### src/rtl/mexp_pkg.sv
// Shared types and constants for the modular exponentiation unit.
package mexp_pkg;

  localparam int WIDTH      = 16;
  localparam int CNT_W      = (WIDTH > 2) ? $clog2(WIDTH) : 1;
  localparam int DATA_W     = ((WIDTH + 7) / 8) * 8;
  localparam int CFG_ADDR_W = 1;

  // register indexes on the config port
  localparam logic [CFG_ADDR_W-1:0] REG_MODULUS  = 1'b0;
  localparam logic [CFG_ADDR_W-1:0] REG_EXPONENT = 1'b1;

  typedef enum logic [2:0] {
    ST_IDLE,
    ST_RED,
    ST_STEP,
    ST_MUL,
    ST_SQR,
    ST_OUT
  } state_t;

  // request to the shared modular multiplier
  typedef struct packed {
    logic             start;
    logic [WIDTH-1:0] x;
    logic [WIDTH-1:0] y;
  } mul_ctrl_t;

  // multiplier status back to the sequencer
  typedef struct packed {
    logic             busy;
    logic             done;
    logic [WIDTH-1:0] result;
  } mul_stat_t;

endpackage

### src/rtl/mexp_mulmod.sv
// Bit-serial modular multiplier: (x * y) mod m, one bit of y per cycle.
module mexp_mulmod (
  input  logic                     clk,
  input  logic                     rst_n,
  input  logic [mexp_pkg::WIDTH-1:0] modulus,
  input  mexp_pkg::mul_ctrl_t      ctl,
  output mexp_pkg::mul_stat_t      stat
);
  import mexp_pkg::*;

  logic [WIDTH-1:0] acc_r, acc_nxt;
  logic [WIDTH-1:0] x_r, x_nxt;
  logic [WIDTH-1:0] y_r, y_nxt;
  logic [CNT_W-1:0] cnt_r, cnt_nxt;
  logic             busy_r, busy_nxt;
  logic             done_r, done_nxt;
  logic [WIDTH-1:0] dbl;
  logic [WIDTH-1:0] step;

  // (a + b) mod m for a, b < m
  function automatic logic [WIDTH-1:0] add_mod(input logic [WIDTH-1:0] a,
                                               input logic [WIDTH-1:0] b,
                                               input logic [WIDTH-1:0] m);
    logic [WIDTH-1:0] gap;
    gap = m - b;
    if (a >= gap) return a - gap;
    return a + b;
  endfunction

  always_comb begin
    dbl  = add_mod(acc_r, acc_r, modulus);
    step = y_r[WIDTH-1] ? add_mod(dbl, x_r, modulus) : dbl;
  end

  always_comb begin
    acc_nxt  = acc_r;
    x_nxt    = x_r;
    y_nxt    = y_r;
    cnt_nxt  = cnt_r;
    busy_nxt = busy_r;
    done_nxt = 1'b0;
    if (ctl.start && !busy_r) begin
      acc_nxt  = '0;
      x_nxt    = ctl.x;
      y_nxt    = ctl.y;
      cnt_nxt  = '0;
      busy_nxt = 1'b1;
    end else if (busy_r) begin
      acc_nxt = step;
      y_nxt   = {y_r[WIDTH-2:0], 1'b0};
      cnt_nxt = cnt_r + 1'b1;
      if (cnt_r == CNT_W'(WIDTH - 1)) begin
        busy_nxt = 1'b0;
        done_nxt = 1'b1;
      end
    end
  end

  always_ff @(posedge clk) begin
    if (!rst_n) begin
      busy_r <= 1'b0;
      done_r <= 1'b0;
      cnt_r  <= '0;
    end else begin
      busy_r <= busy_nxt;
      done_r <= done_nxt;
      cnt_r  <= cnt_nxt;
    end
  end

  always_ff @(posedge clk) begin
    acc_r <= acc_nxt;
    x_r   <= x_nxt;
    y_r   <= y_nxt;
  end

  assign stat.busy   = busy_r;
  assign stat.done   = done_r;
  assign stat.result = acc_r;

  // sequencer never issues a new operation while one is running
  a_no_start_busy: assert property (@(posedge clk) disable iff (!rst_n)
    ctl.start |-> !busy_r)
    else $error("multiplier started while busy");

  // a finished product is always reduced
  a_done_reduced: assert property (@(posedge clk) disable iff (!rst_n)
    done_r |-> (acc_r < modulus))
    else $error("multiplier result not below modulus");

  // done is flagged only once the unit has gone idle
  a_done_idle: assert property (@(posedge clk) disable iff (!rst_n)
    done_r |-> !busy_r)
    else $error("multiplier done while still busy");

endmodule

### src/rtl/modular_exponentiation_unit.sv
// Top level: modular exponentiation by right-to-left square and multiply.
//
// Each input transaction carries a base; the block returns
// base^exponent mod modulus as one output transaction. modulus and exponent
// are config registers (reset 143 and 23) written through cfg_we/cfg_addr/
// cfg_wdata; the user must write them only while the block is idle, which the
// block itself does not enforce. Exponent zero gives 1 (also for modulus 1);
// modulus zero gives 0. One transaction at a time: in_tready is high only
// when the sequencer is idle. All arithmetic runs on a single bit-serial
// modular multiplier. The base is first reduced on that unit, then for each
// of the WIDTH exponent bits the sequencer passes a step state, a multiply
// when the bit is set and a squaring except after the top bit. The result
// sits in an output register, so the next base is taken while a result
// still waits.
module modular_exponentiation_unit (
  input  logic                             clk,
  input  logic                             rst_n,
  // config write port
  input  logic                             cfg_we,
  input  logic [mexp_pkg::CFG_ADDR_W-1:0]  cfg_addr,
  input  logic [mexp_pkg::WIDTH-1:0]       cfg_wdata,
  // input stream
  input  logic                             in_tvalid,
  output logic                             in_tready,
  input  logic [mexp_pkg::DATA_W-1:0]      in_tdata,   // [WIDTH-1:0] base, rest zero
  // output stream
  output logic                             out_tvalid,
  input  logic                             out_tready,
  output logic [mexp_pkg::DATA_W-1:0]      out_tdata   // [WIDTH-1:0] power, rest zero
);
  import mexp_pkg::*;

  // config registers
  logic [WIDTH-1:0] modulus_r;
  logic [WIDTH-1:0] exponent_r;

  // sequencer
  state_t           state_r, state_nxt;
  logic [WIDTH-1:0] acc_r, acc_nxt;    // running result
  logic [WIDTH-1:0] sq_r, sq_nxt;      // running square
  logic [CNT_W-1:0] bit_r, bit_nxt;    // exponent bit position
  mul_ctrl_t        ctl_r, ctl_nxt;
  mul_stat_t        stat;

  // output register
  logic             out_valid_r, out_valid_nxt;
  logic [WIDTH-1:0] out_data_r, out_data_nxt;

  logic             in_acc;
  logic             last_bit;
  logic [WIDTH-1:0] one_val;           // 1 mod modulus

  assign in_acc   = in_tvalid && in_tready;
  assign last_bit = (bit_r == CNT_W'(WIDTH - 1));
  assign one_val  = (modulus_r == WIDTH'(1)) ? '0 : WIDTH'(1);

  mexp_mulmod u_mulmod (
    .clk     (clk),
    .rst_n   (rst_n),
    .modulus (modulus_r),
    .ctl     (ctl_r),
    .stat    (stat)
  );

  always_ff @(posedge clk) begin
    if (!rst_n) begin
      modulus_r  <= WIDTH'(143);
      exponent_r <= WIDTH'(23);
    end else if (cfg_we) begin
      case (cfg_addr)
        REG_MODULUS:  modulus_r  <= cfg_wdata;
        REG_EXPONENT: exponent_r <= cfg_wdata;
        default: ;
      endcase
    end
  end

  always_comb begin
    state_nxt     = state_r;
    acc_nxt       = acc_r;
    sq_nxt        = sq_r;
    bit_nxt       = bit_r;
    ctl_nxt       = ctl_r;
    ctl_nxt.start = 1'b0;
    out_valid_nxt = out_valid_r && !out_tready;
    out_data_nxt  = out_data_r;
    in_tready     = (state_r == ST_IDLE);

    case (state_r)
      ST_IDLE: begin
        if (in_acc) begin
          bit_nxt = '0;
          if (modulus_r == '0) begin
            acc_nxt   = '0;
            state_nxt = ST_OUT;
          end else if (exponent_r == '0) begin
            acc_nxt   = WIDTH'(1);
            state_nxt = ST_OUT;
          end else begin
            // base mod m = (1 mod m) * base mod m
            acc_nxt       = one_val;
            ctl_nxt.start = 1'b1;
            ctl_nxt.x     = one_val;
            ctl_nxt.y     = in_tdata[WIDTH-1:0];
            state_nxt     = ST_RED;
          end
        end
      end
      ST_RED: begin
        if (stat.done) begin
          sq_nxt    = stat.result;
          state_nxt = ST_STEP;
        end
      end
      ST_STEP: begin
        if (exponent_r[bit_r]) begin
          ctl_nxt.start = 1'b1;
          ctl_nxt.x     = acc_r;
          ctl_nxt.y     = sq_r;
          state_nxt     = ST_MUL;
        end else if (last_bit) begin
          state_nxt = ST_OUT;
        end else begin
          ctl_nxt.start = 1'b1;
          ctl_nxt.x     = sq_r;
          ctl_nxt.y     = sq_r;
          state_nxt     = ST_SQR;
        end
      end
      ST_MUL: begin
        if (stat.done) begin
          acc_nxt = stat.result;
          if (last_bit) begin
            state_nxt = ST_OUT;
          end else begin
            ctl_nxt.start = 1'b1;
            ctl_nxt.x     = sq_r;
            ctl_nxt.y     = sq_r;
            state_nxt     = ST_SQR;
          end
        end
      end
      ST_SQR: begin
        if (stat.done) begin
          sq_nxt    = stat.result;
          bit_nxt   = bit_r + 1'b1;
          state_nxt = ST_STEP;
        end
      end
      ST_OUT: begin
        // hand over once the output register is free or being emptied
        if (!out_valid_r || out_tready) begin
          out_valid_nxt = 1'b1;
          out_data_nxt  = acc_r;
          state_nxt     = ST_IDLE;
        end
      end
      default: state_nxt = ST_IDLE;
    endcase
  end

  always_ff @(posedge clk) begin
    if (!rst_n) begin
      state_r     <= ST_IDLE;
      out_valid_r <= 1'b0;
      ctl_r       <= '0;
    end else begin
      state_r     <= state_nxt;
      out_valid_r <= out_valid_nxt;
      ctl_r       <= ctl_nxt;
    end
  end

  always_ff @(posedge clk) begin
    acc_r      <= acc_nxt;
    sq_r       <= sq_nxt;
    bit_r      <= bit_nxt;
    out_data_r <= out_data_nxt;
  end

  assign out_tvalid = out_valid_r;
  assign out_tdata  = DATA_W'(out_data_r);

  // multiplier results only arrive while an operation is outstanding
  a_done_in_op: assert property (@(posedge clk) disable iff (!rst_n)
    stat.done |-> (state_r == ST_RED || state_r == ST_MUL || state_r == ST_SQR))
    else $error("multiplier done outside an operation");

  // zero modulus bypasses the multiplier entirely
  a_mod_zero: assert property (@(posedge clk) disable iff (!rst_n)
    (in_acc && modulus_r == '0) |=> (state_r == ST_OUT && acc_r == '0))
    else $error("zero modulus not short-cut");

  // a result is never dropped: a stalled output is not overwritten
  a_no_overwrite: assert property (@(posedge clk) disable iff (!rst_n)
    (out_valid_r && !out_tready) |=> (out_valid_r && $stable(out_data_r)))
    else $error("pending result overwritten");

endmodule

### config.mk
export PLATFORM = sky130hd
export DESIGN_NAME = modular_exponentiation_unit
export DESIGN_NICKNAME = d
export VERILOG_FILES = /design/src/rtl/mexp_pkg.sv /design/src/rtl/mexp_mulmod.sv /design/src/rtl/modular_exponentiation_unit.sv
export SDC_FILE = /design/constraint.sdc
export NUM_CORES = 1
export LEC_CHECK = 0
export BUFFER_PORTS_ARGS = -buffer_cell sky130_fd_sc_hd__buf_2
export CORE_MARGIN = 2
export CORE_UTILIZATION = 55
export CTS_CLUSTER_SIZE = 16
export DETAILED_ROUTE_END_ITERATION = 12
export GPL_ROUTABILITY_DRIVEN = 0
export PLACE_DENSITY_LB_ADDON = 0.3
export SLEW_MARGIN = 20
export SYNTH_ARGS = -nofsm -noshare
export SYNTH_HDL_FRONTEND = slang
export SYNTH_SLANG_ARGS = --single-unit
### constraint.sdc
create_clock -name clk -period 8.7 [get_ports clk]
set_input_delay 0 -clock clk [delete_from_list [all_inputs] [get_ports clk]]
set_output_delay 0 -clock clk [all_outputs]
set_load 0.01 [all_outputs]
==> impl_metrics.toml, run 1 <==
[timing]
tightest_slew_ns = 1.02
whs_ns = 0.00514
timing.fmax_ghz = 0.126
finalClockSkew_ns = 0.00979
rsz0062_at_grt = "no"
slew_viol_final = 0
maxSlewHeadroom_pct = 31.8
fin_crit_ns = 7.91
final.period_utilization_pct = 90.9
setup_violations = 0
final_hold_viol_count = 0
setup_tns_ns = 0

[critical_path]
slowest_delay_ns = 0.47
crit-reg2reg-launch = "u_mulmod.acc_r[0]"
crit_path_end_kind = "register"
crit_buf_inv = 1
ff2ff_path_depth = 34
cp_max_fo = 12
critPathKind = "reg -> reg"
cp.required_ns = 8.97
slowest_stage = "dfxtp_1"
startpoint_type = "register"
path_delay_family = "compound AO/OA/AOI/OAI gates"
arrival_ns = 8.18
timing.rr.end = "u_mulmod.acc_r[12]"
r2r_setup_slack_ns = 0.79
cp.depth = 34
crit_top_cell = "a21oi_1"

[finish]
antenna_cells = 0
finalNonFillerCells = 1559
num-nets-final = 1397
drive_gt1_share_pct = 11.6
stdcell_area_um2 = 12400
synthToLayoutAreaGrowth_pct = 12.5

[route]
via_per_inst = 6.12
wl_um = 29200
drt_iter0_markers = 880
drc = 0
antenna_left = 0
wl_per_cell_um = 18.7
first_pass_iters = 7
vias = 9548

[yosys]
synth_edf_count = 84
synth_most_common_cell = "nand2_1"
yosysTopAreaCell = "edfxtp_1"
syn-num-nets = 1336
yosys_warnings = 0
async_flop_share_pct = 0
synth_seq_cells = 175
netlist_area_um2 = 11000
synth_top_area_share_pct = 22.9
synth_common_cells = "nand2_1, a21oi_1, dfxtp_1, edfxtp_1, ha_1"
ys.flop_type = "dfxtp_1"
synthTopCellsByArea = "edfxtp_1, dfxtp_1, ha_1, nand2_1, a21oi_1"
netlist-cell-type-count = 75
ys_seq_area_share_pct = 39.4
synth_cells = 1220
avgSynthCellArea_um2 = 9.04

[clocking]
cts_setup_buffers = 0
clockBufferDepth = 2
cts_max_level = 4
cts_tree = "done"
clock_latency_ns = 0.43
numCtsBuffers = 17
path_clk_slew_ns = 0.07
clock_sinks = 175
root_buffer = "clkbuf_16"

[die]
io_pins = 56
die_w_um = 146
row_count = 51
coreArea_um2 = 19600
die_h_um = 146
initial_core_util_pct = 56.3
dieArea_um2 = 21200

[grt]
grt_pass1_wl_um = 46400
grt_pass1_vias = 9123
grt_max_degree = 40
grt_usage_pct = 27.4
antenna_found_initial = 0
overflow = 0

[run_status]
status = "finished clean"

[placement]
io_buffers = 55
place_area_um2 = 11500
dp_hpwl_um = 21500
dp.cells = 1494

[hold_path]
hold_class = "in -> reg"
hp-start = "cfg_addr"
min_path_cells = 4
hold_end = "modulus_r[15]"

[power_and_ir_drop]
pwr_density_cell_nw_per_um2 = 349
p_leak_nw = 5.22
ir_drop_mv = 0.184

[run]
max-cap-violations = 0
-- how the worst max path moves through the flow --
| stage | from | end |
|---|---|---|
| after floorplan | u_mulmod.acc_r[0] | u_mulmod.acc_r[0] |
| after global placement | u_mulmod.acc_r[0] | u_mulmod.acc_r[14] |
| after detailed placement | u_mulmod.acc_r[0] | u_mulmod.acc_r[12] |
| after CTS | u_mulmod.acc_r[0] | u_mulmod.acc_r[12] |
| after global routing | u_mulmod.acc_r[0] | u_mulmod.acc_r[12] |
| final | u_mulmod.acc_r[0] | u_mulmod.acc_r[12] |
-- layer usage --
layer	global-route usage, %	up-vias	routed length, um
met4	12.4	0	1180
met5	0	-	0
met3	5.14	91	2180
met2	44.7	375	13500
li1	-	4587	-
met1	35.7	4495	12300
-- power by group --
| group | internal (mW) | switching, mW | total [mW] |
|---|---|---|---|
| Combinational | 1.04 | 1.52 | 2.56 |
| Sequential | 0.933 | 0.0991 | 1.03 |
| Clock | 0.411 | 0.328 | 0.739 |
| Total | 2.38 | 1.94 | 4.33 |
-- worst min-delay path, delay by kind of cell --
family          cells  cell delay (ns)
simple gates        2             0.23
buf+inv             1             0.12
compound gates      1             0.05
-- layout make-up --
type                    count  area, um2
fillers                  1639       7180
multi-input cells         922       6240
flip-flops and latches    175       4340
repair buffers             97        673
clock buffers              22        497
well taps                 265        332
inverters                  68        255
clock inverters            10       75.1
-- layout by cell type (no fill, tap or decap), types with 16 or more instances in the layout --
| cell | synthesis | final |
|---|---|---|
| a21o_1 | 24 | 24 |
| a21oi_1 | 102 | 102 |
| a221oi_1 | 18 | 18 |
| a222oi_1 | 20 | 20 |
| and3_1 | 23 | 23 |
| buf_2 | 1 | 55 |
| clkbuf_16 | 0 | 19 |
| dfxtp_1 | 91 | 91 |
| dlygate4sd3_1 | 0 | 33 |
| edfxtp_1 | 84 | 84 |
| ha_1 | 75 | 75 |
| inv_1 | 67 | 67 |
| mux2_2 | 16 | 16 |
| nand2_1 | 177 | 177 |
| nand3_1 | 29 | 29 |
| nor2_1 | 70 | 70 |
| nor3_1 | 18 | 18 |
| o21a_1 | 16 | 16 |
| o21ai_0 | 69 | 69 |
| xnor2_1 | 45 | 45 |
| xor2_1 | 20 | 20 |
-- logic make-up (layout without fill, tap and decap cells) --
logic type / Yosys count / after routing / synth area share, %
AND/OR/NAND/NOR: 395 / 395 / 16.7
flip-flops: 175 / 175 / 39.4
buffers and inverters: 123 / 197 / 4.26
multiplexers: 33 / 33 / 3.78
adder cells (fa/ha/maj): 80 / 80 / 9.23
AO/OA/AOI/OAI: 349 / 349 / 21.5
XOR/XNOR: 65 / 65 / 5.16
-- metrics by stage --
| stage | setup WS (ns) | utilization [%] | power [mW] |
|---|---|---|---|
| 4_1_cts | 0.697 | 63.3 | 4.28 |
| 6_report | 0.791 | 63.4 | 4.33 |
| 2_1_floorplan | 1.50 | - | 2.99 |
| 3_5_place_dp | 0.767 | 58.7 | 3.52 |
| 3_3_place_gp | 1.02 | 58.7 | 3.49 |
| 5_1_grt | 0.0738 | 63.4 | 4.62 |
-- flip-flops by register name, summed over array words and instances (netlist names), 3 cells and up --
signal	cells
bit_r	4
state_r	3
ctl_r	33
u_mulmod.y_r	16
u_mulmod.acc_r	16
modulus_r	16
out_tdata	16
u_mulmod.cnt_r	4
sq_r	16
exponent_r	16
acc_r	16
u_mulmod.x_r	16
-- timing repair --
item / in CTS / in global routing
hold buffers: 33 / 0
endpoints found under the setup margin: 0 / 3
endpoints found under the hold margin: 49 / 0
gates resized for setup: 0 / 1
(Power assumes the default switching activity.)
==> run 2: changes to the inputs <==
Settings changed: ABC_AREA set to 1.
==> run 2 against run 1 <==
Design area increased by 4.2%; highest routed layer unchanged; utilization decreased by 1.3 points; total power increased by 23%; synthesized area increased by 4.8%; final cell count increased by 21%; count of clock-buffer cells in the layout decreased by 3; clock skew increased by 0.0039 ns; clock power increased by 3.2%; synthesized cell count increased by 26%; fmax increased by 11%; first-iteration DRC count increased by 17%; sequential share of layout area decreased by 1.4 points.
==> impl_metrics.toml, run 2 <==
[critical_path]
path_delay_family = "compound AO/OA/AOI/OAI gates"
critPathKind = "reg -> reg"
crit_buf_inv = 3
cp.required_ns = 9.03
cp_max_fo = 31
crit_top_cell = "nand2_1"
arrival_ns = 7.45
slowest_delay_ns = 0.69
crit_path_end_kind = "register"
startpoint_type = "register"
slowest_stage = "a21boi_2"

[timing]
timing.fmax_ghz = 0.141
setup_violations = 0
whs_ns = 0.0806
slew_viol_final = 0
tightest_slew_ns = 1.11
final_hold_viol_count = 0
setup_tns_ns = 0
rsz0062_at_grt = "no"
fin_ws_ns = 1.59
finalClockSkew_ns = 0.0137
fin_crit_ns = 7.11
maxSlewHeadroom_pct = 25.9
final.period_utilization_pct = 81.8

[yosys]
synthTopCellsByArea = "edfxtp_1, dfxtp_1, nand2_1, ha_1, inv_1"
synth_seq_cells = 175
netlist_area_um2 = 11600
synth_top_area_share_pct = 21.8
synth_edf_count = 84
yosysTopAreaCell = "edfxtp_1"
synth-adder-area-share_pct = 8.63
netlist-cell-type-count = 56
synth_compound_area_share_pct = 15.3
ys_seq_area_share_pct = 37.6
async_flop_share_pct = 0
syn-num-nets = 1652
synth_top_family_by_area = "simple AND/OR/NAND/NOR gates"
avgSynthCellArea_um2 = 7.53
synth_common_cells = "nand2_1, inv_1, nor2_1, o21ai_0"
synthXorXnorAreaFrac_pct = 3.71
ys.flop_type = "dfxtp_1"
yosys.area_share.simple_pct = 27.4
synth_cells = 1536
synth_most_common_cell = "nand2_1"
yosys_warnings = 0
synthMuxAreaShare_pct = 0

[clocking]
cts_max_level = 4
numCtsBuffers = 17
clock_sinks = 175
cts_setup_buffers = 0
cts_tree = "done"
root_buffer = "clkbuf_16"
cts_resized = 0
path_clk_slew_ns = 0.07
clockBufferDepth = 2
clock_latency_ns = 0.44

[finish]
layout_commonest_cell = "nand2_1"
antenna_cells = 0
drive_gt1_share_pct = 9.28
synthToLayoutAreaGrowth_pct = 11.8
num-nets-final = 1719
largest_reg_flops = 33
final_util_pct = 62.1
final_cell_mix = "nand2_1, inv_1, nor2_1"
fill_cells = 1813
multiInputGateArea_um2 = 6380
largest-register = "ctl_r"
seqCellArea_um2 = 4340

[route]
via_per_inst = 5.82
drc = 0
drt_iter0_markers = 1027
vias = 11000
first_pass_iters = 6
wl_um = 32600
wl_per_cell_um = 17.2
antenna_left = 0

[grt]
overflow = 0
antenna_found_initial = 0
grt_pass1_wl_um = 51400
grt_pass1_vias = 10300
grt_usage_pct = 29.6
grt_max_degree = 55

[power_and_ir_drop]
power.share.clock_pct = 14.3
p_sw_share_pct = 51.0
p_int_mw = 2.61
pwr_density_cell_nw_per_um2 = 412
p_leak_nw = 5.92
ir_drop_mv = 0.178
pwr-share-seq_pct = 24.2
power_frac_comb_pct = 61.5
power_switching_mw = 2.72

[run_status]
status = "finished clean"

[hold_path]
hold_class = "in -> reg"

[placement]
dp_hpwl_um = 24600
dpl_worst_slack_ns = 1.80
io_buffers = 55

[die]
initial_core_util_pct = 55.6
row_count = 53
coreArea_um2 = 20800
io_pins = 56
die_h_um = 149
dieArea_um2 = 22200
die_w_um = 149

[run]
max-cap-violations = 0
-- run 2: cell count changes after synthesis, sizes merged, moves of 22 or more --
| cell | before | now |
|---|---|---|
| inv | 68 | 171 |
| nand3 | 30 | 108 |
| and3 | 23 | 1 |
| xnor2 | 45 | 10 |
| o21ai | 74 | 107 |
| nand2 | 177 | 397 |
| nor2 | 70 | 134 |
-- run 2: final timing paths --
check                                        from                 to  slack, ns  depth (start not counted)
worst max-delay path            u_mulmod.acc_r[1]  u_mulmod.acc_r[9]       1.59                         33
worst min-delay path                     cfg_addr       modulus_r[2]       0.08                          4
worst max register to register  u_mulmod.acc_r[1]  u_mulmod.acc_r[9]       1.59                         33
worst min register to register          ctl_r[17]    u_mulmod.x_r[1]       0.46                          0
-- run 2: routing by layer --
metal	vias up	track usage, %	part of all wire [%]
met3	115	5.17	6.7
met1	5122	38.0	41
met5	-	0	0
met4	0	15.5	5.3
met2	435	47.9	47
li1	5328	-	-
-- run 2: repair_timing --
item / CTS / global route
hold buffers: 33 / 0
setup endpoints to repair: 0 / 0
hold endpoints to repair: 49 / 0
-- run 2: worst register-to-register path, delay by kind of cell, from the launching register on --
kind / cells / cell delay [ns]
DFF: 1 / 0.47
AOI/OAI and AO/OA: 12 / 3.05
and+or+nand+nor: 14 / 1.74
xor gates and xnor gates: 1 / 0.10
adders and majority gates: 3 / 1.18
buffers and inverters: 3 / 0.47
-- run 2: cell type report --
class,count,area share [%]
sequential,175,33.6
clock buffer,19,3.51
timing repair buffer,90,4.80
multi-input combinational,1143,49.4
clock inverter,13,0.968
inverter,176,5.11
tap,275,2.66
-- run 2: kinds of logic (layout without fill, tap and decap cells) --
group / after synthesis / after routing
AOI/OAI and AO/OA: 302 / 302
xor gates and xnor gates: 49 / 49
adders and majority gates: 78 / 78
buffers and inverters: 218 / 298
DFF: 175 / 175
and+or+nand+nor: 714 / 714
-- run 2: stage by stage --
stage	cell area [um2]	total power [mW]	std cells
6_report	12900	5.33	1891
5_1_grt	12900	5.77	1891
3_3_place_gp	12000	4.41	1826
2_1_floorplan	11600	3.77	1536
4_1_cts	12900	5.27	1891
3_5_place_dp	12000	4.48	1826
-- run 2: power groups by stage --
stage,clock network [mW],logic (mW),registers [mW]
finish,0.763,3.28,1.29
global route,0.797,3.67,1.30
CTS,0.768,3.22,1.28
detailed placement,0,3.18,1.30
global placement,0,3.12,1.29
floorplan,0,2.58,1.19
==> run 3: changes to the inputs <==
Clock period 8.7 ns to 6.6 ns, I/O delays scaled along.
==> run 3 against run 2 <==
First-iteration DRC count shrank 13%; non-clock buffer count grew 11; critical path depth grew 4; routed wire length grew 2.3%; largest cell class unchanged; worst hold slack gained 0.0032 ns; critical endpoint unchanged; flip-flop and latch count is the same; sequential share of layout area shrank 0.39 points.
==> impl_metrics.toml, run 3 (synthesized netlist as in run 2, its figures left out) <==
[grt]
antenna_found_initial = 1
grt_pass1_vias = 10400
grt_max_degree = 55
grt_pass1_wl_um = 52300
overflow = 0
grt_usage_pct = 30.1

[finish]
largest_reg_flops = 33
fill_cells = 1862
seqCellArea_um2 = 4350
final_cell_mix = "nand2_1, inv_1, nor2_1"
layout_commonest_cell = "nand2_1"
num-nets-final = 1731
antenna_cells = 0
finalNonFillerCells = 1903
multiInputGateArea_um2 = 6460
drive_gt1_share_pct = 10.4
largest-register = "ctl_r"
synthToLayoutAreaGrowth_pct = 13.1

[route]
wl_um = 33400
drt_iter0_markers = 897
wl_per_cell_um = 17.5
via_per_inst = 5.82
antenna_left = 0
vias = 11100
first_pass_iters = 7
drc = 0

[timing]
final.period_utilization_pct = 93.2
finalClockSkew_ns = 0.0131
whs_ns = 0.0837
setup_tns_ns = 0
slew_viol_final = 0
timing.fmax_ghz = 0.163
maxSlewHeadroom_pct = 25.0
setup_violations = 0
final_hold_viol_count = 0
fin_crit_ns = 6.15
tightest_slew_ns = 1.12

[clocking]
cts_max_level = 4
cts_tree = "done"
clock_latency_ns = 0.44
path_clk_slew_ns = 0.07
clock_sinks = 175
root_buffer = "clkbuf_16"
clockBufferDepth = 2
numCtsBuffers = 17

[critical_path]
slowest_stage = "fa_1"
cp.required_ns = 6.92
crit_top_cell = "nand2_1"
arrival_ns = 6.47
cp_max_fo = 16
critPathKind = "reg -> reg"
crit_path_end_kind = "register"
slowest_delay_ns = 0.41
startpoint_type = "register"

[die]
die_w_um = 149
coreArea_um2 = 20800
io_pins = 56
die_h_um = 149
dieArea_um2 = 22200
row_count = 53
initial_core_util_pct = 55.6

[power_and_ir_drop]
pwr_density_cell_nw_per_um2 = 549
ir_drop_mv = 0.243
p_leak_nw = 5.98
p_total_mw = 7.18

[hold_path]
hold_class = "in -> reg"

[placement]
dp_hpwl_um = 24900
dp.cells = 1835
io_buffers = 55

[run]
max-cap-violations = 0

[run_status]
status = "finished clean"
-- run 3: cell types whose count changed in the layout (fill, tap and decap cells not counted), sizes merged --
| cell | previous run | this run |
|---|---|---|
| buf | 57 | 68 |
| clkbuf | 19 | 21 |
| clkinv | 11 | 10 |
| inv | 176 | 175 |
| nand2 | 397 | 398 |
-- run 3: area by class of cell --
| class | instances | area share (%) |
|---|---|---|
| clock buffers | 21 | 3.53 |
| flip-flops and latches | 175 | 33.2 |
| repair buffers | 101 | 5.40 |
| clock inverters | 11 | 0.803 |
| inverters | 176 | 5.05 |
| multi-input cells | 1144 | 49.4 |
| well taps | 275 | 2.63 |
-- run 3: per-stage QoR --
step | area (um2) | setup WS [ns] | util, %
after floorplan | 11600 | 0.855 | -
after global placement | 12100 | 0.427 | 58.0
after detailed placement | 12100 | 0.214 | 58.0
after CTS | 13000 | 0.160 | 62.4
after global routing | 13100 | -0.00693 | 62.9
final | 13100 | 0.446 | 62.9
-- run 3: worst paths after layout --
kind / startpoint / to / slack [ns] / cells past startpoint
hold / removal: cfg_addr / modulus_r[7] / 0.08 / 4
setup / recovery: modulus_r[0] / u_mulmod.acc_r[9] / 0.45 / 37
hold reg to reg: ctl_r[19] / u_mulmod.x_r[3] / 0.45 / 0
setup reg to reg: modulus_r[0] / u_mulmod.acc_r[9] / 0.45 / 37
-- run 3: metal layers --
metal / part of all wire, % / routed length [um] / vias to the layer above / GRT usage, %
met5: 0 / 0 / - / 0
met4: 5.0 / 1660 / 0 / 14.9
met3: 8.0 / 2660 / 116 / 5.78
met2: 47 / 15500 / 517 / 50.0
met1: 40 / 13500 / 5065 / 37.4
li1: - / - / 5373 / -
-- run 3: what timing repair did --
action | in CTS | in global routing
gates resized for setup | 0 | 17
hold buffers | 33 | 0
endpoints found under the setup margin | 0 | 16
endpoints found under the hold margin | 49 | 0
setup buffers | 0 | 2
-- run 3: where the power goes --
group	switching, mW	leakage [nW]	internal (mW)	total (mW)
combinational	2.96	4.16	1.55	4.51
clock	0.444	0.275	0.547	0.991
sequential	0.243	1.54	1.44	1.68
total	3.65	5.98	3.54	7.18
-- run 3: critical path, delay by kind of cell (launching register included) --
kind,cells,cell delay [ns]
xor gates and xnor gates,1,0.08
DFF,1,0.33
AOI/OAI and AO/OA,11,1.90
buffers and inverters,5,0.71
and+or+nand+nor,16,1.70
adders and majority gates,4,1.28
